$ cat src/sv/pll_speed_angle_tracker_defines.svh
// Assertion macros for the angle tracker sequencer (pst_ctrl).
// Each macro expects clk and rst in scope where it is used.
`ifndef PLL_SPEED_ANGLE_TRACKER_DEFINES_SVH
`define PLL_SPEED_ANGLE_TRACKER_DEFINES_SVH

// Check a consequence in the same cycle as its cause.
`define PST_ASSERT_SAME(label, ante, cons, msg) \
  label: assert property (@(posedge clk) disable iff (rst) (ante) |-> (cons)) \
    else $error(msg);

// Check a consequence in the cycle after its cause.
`define PST_ASSERT_NEXT(label, ante, cons, msg) \
  label: assert property (@(posedge clk) disable iff (rst) (ante) |=> (cons)) \
    else $error(msg);

`endif

$ cat src/sv/pst_pkg.sv
// Shared types, register indexes and helper functions for the angle tracker.
// Used by pst_ctrl, pst_datapath and the top level.
package pst_pkg;

  localparam int unsigned CfgIdxW = 3;
  localparam int unsigned CfgDataW = 32;
  localparam int unsigned ClampInW = 36;

  // Configuration register indexes
  localparam logic [CfgIdxW-1:0] REG_INTEGRAL_GAIN      = 3'd0;
  localparam logic [CfgIdxW-1:0] REG_PROPORTIONAL_GAIN  = 3'd1;
  localparam logic [CfgIdxW-1:0] REG_SPEED_FILTER_COEFF = 3'd2;
  localparam logic [CfgIdxW-1:0] REG_SPEED_LIMIT        = 3'd3;
  localparam logic [CfgIdxW-1:0] REG_ANGLE_STEP_FACTOR  = 3'd4;

  // Register reset values
  localparam logic [15:0] FILTER_COEFF_RESET = 16'd32768;
  localparam logic [28:0] SPEED_LIMIT_RESET  = 29'd536870911;
  localparam logic [31:0] STEP_FACTOR_RESET  = 32'd34185;

  typedef enum logic [2:0] {
    ST_IDLE,
    ST_MUL_I,
    ST_ADD_I,
    ST_DIFF,
    ST_MUL_F,
    ST_ADD_F,
    ST_MUL_A,
    ST_DONE
  } state_t;

  // One strobe per datapath step
  typedef struct packed {
    logic load;
    logic mul_i;
    logic add_i;
    logic diff;
    logic mul_f;
    logic add_f;
    logic mul_a;
    logic finish;
  } pst_cmd_t;

  // Clamp a wide signed value to plus or minus lim
  function automatic logic signed [29:0] clamp_sym(input logic signed [ClampInW-1:0] v,
                                                   input logic [28:0] lim);
    logic signed [ClampInW-1:0] hi;
    logic signed [ClampInW-1:0] lo;
    hi = $signed({{(ClampInW-29){1'b0}}, lim});
    lo = -hi;
    if (v > hi) begin
      return hi[29:0];
    end else if (v < lo) begin
      return lo[29:0];
    end
    return v[29:0];
  endfunction

endpackage

$ cat src/sv/pst_ctrl.sv
// Sequencer for the angle tracker: steps one item through the datapath.
// Depends on pst_pkg and the assertion macros header.
`include "pll_speed_angle_tracker_defines.svh"

module pst_ctrl (
  input  logic              clk,
  input  logic              rst,
  input  logic              item_valid,
  output logic              item_stall,
  output logic              result_valid,
  input  logic              result_stall,
  output pst_pkg::pst_cmd_t cmd
);
  import pst_pkg::*;

  state_t state;
  state_t state_next;
  logic   result_valid_next;
  logic   slot_free;

  assign slot_free = !result_valid || !result_stall;

  // Advance state
  always_ff @(posedge clk) begin
    if (rst) begin
      state        <= ST_IDLE;
      result_valid <= 1'b0;
    end else begin
      state        <= state_next;
      result_valid <= result_valid_next;
    end
  end

  // Next state
  always_comb begin
    state_next = state;
    case (state)
      ST_IDLE:  if (item_valid) state_next = ST_MUL_I;
      ST_MUL_I: state_next = ST_ADD_I;
      ST_ADD_I: state_next = ST_DIFF;
      ST_DIFF:  state_next = ST_MUL_F;
      ST_MUL_F: state_next = ST_ADD_F;
      ST_ADD_F: state_next = ST_MUL_A;
      ST_MUL_A: state_next = ST_DONE;
      ST_DONE:  if (slot_free) state_next = ST_IDLE;
      default:  state_next = ST_IDLE;
    endcase
  end

  // Outputs: datapath strobes and handshake
  always_comb begin
    cmd        = '0;
    item_stall = 1'b1;
    case (state)
      ST_IDLE: begin
        item_stall = 1'b0;
        cmd.load   = item_valid;
      end
      ST_MUL_I: cmd.mul_i  = 1'b1;
      ST_ADD_I: cmd.add_i  = 1'b1;
      ST_DIFF:  cmd.diff   = 1'b1;
      ST_MUL_F: cmd.mul_f  = 1'b1;
      ST_ADD_F: cmd.add_f  = 1'b1;
      ST_MUL_A: cmd.mul_a  = 1'b1;
      ST_DONE:  cmd.finish = slot_free;
      default:  cmd        = '0;
    endcase
  end

  // Hold the result until its transfer, raise it when an item finishes
  always_comb begin
    result_valid_next = result_valid;
    if (cmd.finish) begin
      result_valid_next = 1'b1;
    end else if (result_valid && !result_stall) begin
      result_valid_next = 1'b0;
    end
  end

  `PST_ASSERT_NEXT(a_load_starts, cmd.load, state == ST_MUL_I, "accepted item did not start")
  `PST_ASSERT_SAME(a_finish_free, cmd.finish, !result_valid || !result_stall,
                   "result overwritten while stalled")
  `PST_ASSERT_NEXT(a_finish_valid, cmd.finish, result_valid, "finished item not presented")

endmodule

$ cat config.mk
export PLATFORM = sky130hd
export DESIGN_NAME = pst_ctrl
export DESIGN_NICKNAME = d
export VERILOG_FILES = /design/src/sv/pst_pkg.sv /design/src/sv/pst_ctrl.sv
export VERILOG_INCLUDE_DIRS = /design/src /design/src/sv
export SDC_FILE = /design/constraint.sdc
export NUM_CORES = 1
export LEC_CHECK = 0
export BUFFER_PORTS_ARGS = -buffer_cell sky130_fd_sc_hd__buf_4
export CORE_AREA = 2 2 39 41
export CTS_BUF_LIST = sky130_fd_sc_hd__clkbuf_4 sky130_fd_sc_hd__clkbuf_8 sky130_fd_sc_hd__clkbuf_16
export CTS_CLUSTER_SIZE = 14
export DETAILED_ROUTE_END_ITERATION = 7
export DIE_AREA = 0 0 41 43
export GPL_ROUTABILITY_DRIVEN = 1
export HOLD_SLACK_MARGIN = 0.15
export PLACE_DENSITY = 0.4
export SYNTH_ARGS = -nofsm -noshare
export SYNTH_HDL_FRONTEND = slang
export SYNTH_SLANG_ARGS = --single-unit
$ cat constraint.sdc
create_clock -name clk -period 1.3 [get_ports clk]
set_input_delay 0.325 -clock clk [delete_from_list [all_inputs] [get_ports clk]]
set_output_delay 0.325 -clock clk [all_outputs]
set_load 0.01 [all_outputs]
==> out/metrics.cfg, run 1 <==
[status]
status = finished, violations left
failed_checks = negative setup slack

[pwr]
netSwitchingFraction_pct = 26.86
leakage_nw = 0.2253
clkPwrFrac_pct = 32.8
powerDensity_nw_per_um2 = 967.2
comb_power_share_pct = 35.6
total_power_uw = 461.1
vdd_drop_max_uv = 446.1
p_switching_uw = 123.9
intPower_uw = 337.2
power_frac_seq_pct = 31.6

[sta]
hold_viol = 0
final.setup.worst_slack_ns = -0.1627
period_needed_ns = 1.463
setup_viol = 8
fmax_ghz = 0.6837
final-max-slew-violation-count = 0
relSlewSlack_pct = 81.47
period_share_pct = 112.5
worst_pin_slew_ns = 0.2773
skew_ns = 0.002639
grt_setup_unrepaired = true
whs_ns = 0.2629

[finish]
layout-drive-gt1-share_pct = 74.00
stdcell_area_sq_um = 476.7
final_nets = 56
n_antenna_cell = 0
areaGrowthSynthToFinish_pct = 82.30
instances_no_fill = 66

[worst_hold_path]
worstHoldPathType = input pin to flop

[die]
core_area_sq_um = 1384
die_area_sq_um = 1763
initial_utilization_pct = 18.90
rows = 14
die_y_um = 43
ioPinCount = 14
die_width_um = 41

[setup_path]
worst_r2r_endpoint = state[0]$_SDFFE_PP0P_
crit_family = simple AND/OR/NAND/NOR gates
cpPeakStageDelay_ns = 0.40
regToRegSetupSlack_ns = 0.25
slowest_stage = or3_4
worstPathMaxFanout = 4
startpoint_type = flop
worstSetupEndpointType = output port
crit_start = state[1]$_SDFFE_PP0P_
required_ns = 0.98
path_cells = or3_4 > nor2_4 > buf_6
rr_worst_depth = 3
path_depth = 3
crit_end = cmd[7]
worstSetupPathType = flop to output port
worstReg2RegStart = state[2]$_SDFFE_PP0P_
crit_arrival_ns = 1.14
path_buf_inv = 1

[detailed_routing]
wl_per_cell_um = 9.303
first_pass_iters = 4
top_layer = met3
postRouteAntennaNets = 0
wl_met1_um = 261
wl_met3_um = 73
via_count = 279
wl_met2_um = 279
vias_per_cell = 4.227
drt_iter0_drc = 5
drc = 0
routed_wl_um = 614

[logic_synthesis]
synth_cells = 31
ys_seq_area_share_pct = 30.62
synth_fp_nets = 35
ys_top_cells_by_count = 4 x dfxtp_1, 3 x a21oi_1, 2 x nand2_1, 2 x nand3_1, 2 x nor3b_1
yosysUniqueCellTypes = 23
synth_top_cell_by_area = dfxtp_1
synth_seq_cells = 4
synth-edff-count = 0
synth_top_cell_area_share_pct = 30.62
synth_area_sq_um = 261.5
yosysMostFrequentCell = dfxtp_1
synth.area.top_cells = dfxtp_1 31%, a21oi_1 5.7%, nor3b_1 5.7%
ys_async_sr_fraction_pct = 0
yosysWarnings = 0
avgSynthCellArea_sq_um = 8.436
synth-main-ff-cell = dfxtp_1

[cts]
clock_latency_ns = 0.23
clkTransAtPathRegs_ns = 0.04
clockBufferDepth = 2
numClockSinks = 4
cts_tree = built
numCtsBuffers = 3
clockRootBuffer = clkbuf_4
htreeDepth = 1

[job]
drv_cap = 0

[global_routing]
grt_remaining_overflow = 0
grt_pass1_vias = 249
grt_usage_pct = 8.216
grt_start_max_net_pins = 10
grt_pass1_wl_um = 966
antenna_found_initial = 0

[place]
port_buffers = 13
place_area_sq_um = 380.4
dp_hpwl_um = 439.1
gp_congestion = 0.6680
place_inst = 60

## cell usage in the layout, fill, tap and decap left out
cell       Yosys  routed
dfxtp_2        0       3
a2111oi_1      1       1
and2_4         0       1
buf_4          1      15
nor3_1         1       1
o21bai_1       1       1
clkbuf_4       0       3
nor3b_2        0       2
a21oi_1        3       2
and3_2         1       1
nor2_1         1       1
a31oi_1        1       1
and3b_2        1       1
a21oi_2        0       1
buf_6          1       5
nor2_4         0       1
or3_4          1       1
dfxtp_1        4       1
inv_1          1       1
and2b_2        1       1
nand3_1        2       2
nor2b_4        0       1
a211oi_2       1       1
nand2_1        2       2
## timing repair
action,4_1_cts,5_1_grt
setup buffers,3,0
gates resized for setup,8,7
pin swaps,2,1
setup endpoints to repair,9,9
hold buffers,0,0
## stage by stage
step / setup TNS (ns) / setup WS, ns / util [%]
2_1_floorplan: 0 / 0.02546 / -
3_3_place_gp: 0 / 0.06381 / 27.49
3_5_place_dp: 0 / 0.05099 / 27.49
4_1_cts: -0.7449 / -0.1830 / 32.46
5_1_grt: -0.9691 / -0.2092 / 34.45
6_report: -0.5851 / -0.1627 / 34.45
## cell type report
type,instances,area (sq um)
Fill cell,160,907.1
Multi-Input combinational cell,22,177.7
Timing Repair Buffer,20,168.9
Sequential cell,4,83.83
Clock buffer,3,22.52
Tap cell,16,20.02
Inverter,1,3.754
## sequential cells by signal, indices dropped and copies added (netlist names)
register,count
result_valid,1
state,3
## power by group through the flow
stage | combinational (mW) | sequential [mW] | clock (mW)
after floorplan | 0.0758 | 0.139 | 0
after global placement | 0.125 | 0.144 | 0
after detailed placement | 0.126 | 0.144 | 0
after CTS | 0.147 | 0.145 | 0.157
after global routing | 0.178 | 0.147 | 0.171
final | 0.164 | 0.146 | 0.151
## cell families after synthesis
family | after synthesis | share of synthesized area, %
simple gates | 15 | 37.32
compound gates | 7 | 19.62
buf+inv | 5 | 12.44
flops | 4 | 30.62
## worst reg2reg max path: stages, from the launching register on
cell	delay [ns]
dfxtp_2	0.40
buf_4	0.16
nor3_1	0.05
a2111oi_1	0.32
## layer usage
metal	GRT usage (%)	vias up
met5	0	-
met4	6.000	0
met2	10.63	12
met3	3.141	0
met1	10.54	120
li1	-	147
## worst min-delay path by stage
stage / start / to / depth (start not counted)
3_3_place_gp: rst / state[2]$_SDFFE_PP0P_ / 2
4_1_cts: rst / state[2]$_SDFFE_PP0P_ / 2
6_report: rst / state[2]$_SDFFE_PP0P_ / 2
3_5_place_dp: rst / state[2]$_SDFFE_PP0P_ / 2
2_1_floorplan: rst / state[2]$_SDFFE_PP0P_ / 1
5_1_grt: rst / state[2]$_SDFFE_PP0P_ / 2
Note: power is estimated with default switching activity, not from simulation.
==> inputs of run 2 (changes only) <==
==> constraint.sdc (replaced) <==
create_clock -name clk -period 1.3 [get_ports clk]
set_input_delay 0.065 -clock clk [delete_from_list [all_inputs] [get_ports clk]]
set_output_delay 0.065 -clock clk [all_outputs]
set_load 0.01 [all_outputs]
==> out/metrics.cfg, run 2 (same netlist as run 1, synthesis figures left out) <==
[sta]
period_needed_ns = 1.234  ; -0.2286 ns
worst_pin_slew_ns = 0.2820  ; +0.004711 ns
final-max-slew-violation-count = 0  ; unchanged
skew_ns = 0.002627  ; -0.00001131 ns
whs_ns = 0.1851  ; -0.07777 ns
final.setup.worst_slack_ns = 0.06590  ; +0.2286 ns
grt_setup_unrepaired = false
period_share_pct = 94.93  ; -18 points
fmax_ghz = 0.8103  ; +19%
hold_viol = 0  ; unchanged
relSlewSlack_pct = 81.15  ; -0.31 points
setup_viol = 0  ; -8
setup_tns_ns = 0  ; +0.5851 ns

[finish]
final_nets = 53  ; -5.4%
layout-drive-gt1-share_pct = 57.45  ; -17 points
areaGrowthSynthToFinish_pct = 59.33
largest_reg_flops = 3  ; unchanged
layout_common_cells = 15 x buf_4, 3 x a21oi_1, 3 x clkbuf_4
regMostFlops = state
postLayoutCoreUtil_pct = 30.11  ; -4.3 points
n_antenna_cell = 0  ; unchanged
top_regs = state (3), result_valid (1)
stdcell_area_sq_um = 416.7  ; -13%
final_common_cell = buf_4

[global_routing]
grt_remaining_overflow = 0  ; unchanged
grt_pass1_wl_um = 814  ; -16%
grt_usage_pct = 7.229  ; -0.99 points
grt_pass1_vias = 195  ; -22%
grt_start_max_net_pins = 13  ; +3
antenna_found_initial = 0  ; unchanged

[cts]
cts_tree = built
clock_latency_ns = 0.23  ; about the same
clockBufferDepth = 2  ; unchanged
htreeDepth = 1  ; unchanged
clockRootBuffer = clkbuf_4
clkTransAtPathRegs_ns = 0.04  ; about the same
numClockSinks = 4  ; unchanged
numCtsBuffers = 3  ; unchanged

[die]
die_y_um = 43  ; unchanged
ioPinCount = 14  ; unchanged
core_area_sq_um = 1384  ; unchanged
rows = 14  ; unchanged
die_width_um = 41  ; unchanged
die_area_sq_um = 1763  ; unchanged
initial_utilization_pct = 18.90  ; unchanged

[pwr]
powerDensity_nw_per_um2 = 997.2  ; +3.1%
vdd_drop_max_uv = 392.8  ; -12%
leakage_nw = 0.1930  ; -14%

[setup_path]
slowest_stage = or3_4
worstPathMaxFanout = 12  ; +8
worstSetupPathType = flop to output port
crit_start = state[1]$_SDFFE_PP0P_
startpoint_type = flop
required_ns = 1.24  ; +0.26 ns
worst_r2r_endpoint = state[0]$_SDFFE_PP0P_
crit_end = cmd[7]
worstSetupEndpointType = output port
regToRegSetupSlack_ns = 0.25  ; about the same
crit_arrival_ns = 1.17  ; +0.03 ns
worstReg2RegStart = state[2]$_SDFFE_PP0P_
cpPeakStageDelay_ns = 0.38  ; -0.02 ns
rr_worst_depth = 2  ; -1
path_cells = or3_4 > nor2_2 > buf_4

[detailed_routing]
drt_iter0_drc = 4  ; -1
via_count = 274  ; -1.8%
postRouteAntennaNets = 0  ; unchanged
routed_wl_um = 566  ; -7.8%
wl_per_cell_um = 8.984  ; -3.4%
first_pass_iters = 4  ; unchanged
vias_per_cell = 4.349  ; +2.9%
drc = 0  ; unchanged

[place]
dp_hpwl_um = 407.1  ; -7.3%
post-place-ws_ns = 0.1214  ; +0.07037 ns
gp_congestion = 0.6905  ; +3.4%
port_buffers = 13  ; unchanged
place_area_sq_um = 350.3  ; -7.9%

[job]
drv_cap = 0  ; unchanged

[status]
status = completed

[worst_hold_path]
worstHoldPathType = input pin to flop

## run 2: cell types whose count changed in the layout (fill, tap and decap cells not counted), moves of 2 or more
cell and delta:
dlygate4sd3_1 +2, dfxtp_2 -2, buf_6 -5, dfxtp_4 +2
nor3b_1 +2, nor3b_2 -2
## run 2: worst min-delay path by stage
stage | cells after the start | endpoint | slack, ns | start
6_report | 3 | state[0]$_SDFFE_PP0P_ | 0.19 | item_valid
4_1_cts | 3 | state[0]$_SDFFE_PP0P_ | 0.18 | item_valid
3_5_place_dp | 2 | state[2]$_SDFFE_PP0P_ | 0.26 | rst
5_1_grt | 3 | state[0]$_SDFFE_PP0P_ | 0.24 | item_valid
3_3_place_gp | 2 | state[2]$_SDFFE_PP0P_ | 0.26 | rst
2_1_floorplan | 1 | state[2]$_SDFFE_PP0P_ | 0.13 | rst
## run 2: worst max-delay path, delay by kind of cell, from the launching register on
family / cells / cell delay [ns]
buffers and inverters: 1 / 0.12
DFF: 1 / 0.36
and+or+nand+nor: 2 / 0.46
## run 2: layout make-up
class                           count  area (sq um)
Fill cell                         153         967.2
Multi-Input combinational cell     22         148.9
Timing Repair Buffer               17         132.6
Sequential cell                     4         88.84
Clock buffer                        3         22.52
Tap cell                           16         20.02
Inverter                            1         3.754
## run 2: power breakdown
group	switching [mW]	internal (mW)
Clock	0.0465	0.103
Sequential	0.0177	0.134
Combinational	0.0447	0.0695
Total	0.109	0.307
## run 2: stage by stage
step           power, mW  std cells
2_1_floorplan     0.2149         31
3_3_place_gp      0.2507         56
3_5_place_dp      0.2521         56
4_1_cts           0.4153         61
5_1_grt           0.4470         63
6_report          0.4155         63
## run 2: what timing repair did
item / in CTS / in global routing
gates resized for setup: 2 / 3
setup endpoints to repair: 3 / 5
hold endpoints to repair: 4 / 0
setup buffers: 0 / 2
hold buffers: 2 / 0
## run 2: metal layers
metal	global-route usage [%]	wire [um]
met5	0	0
met4	6.000	0
met3	4.712	61
met2	7.813	231
met1	9.325	273
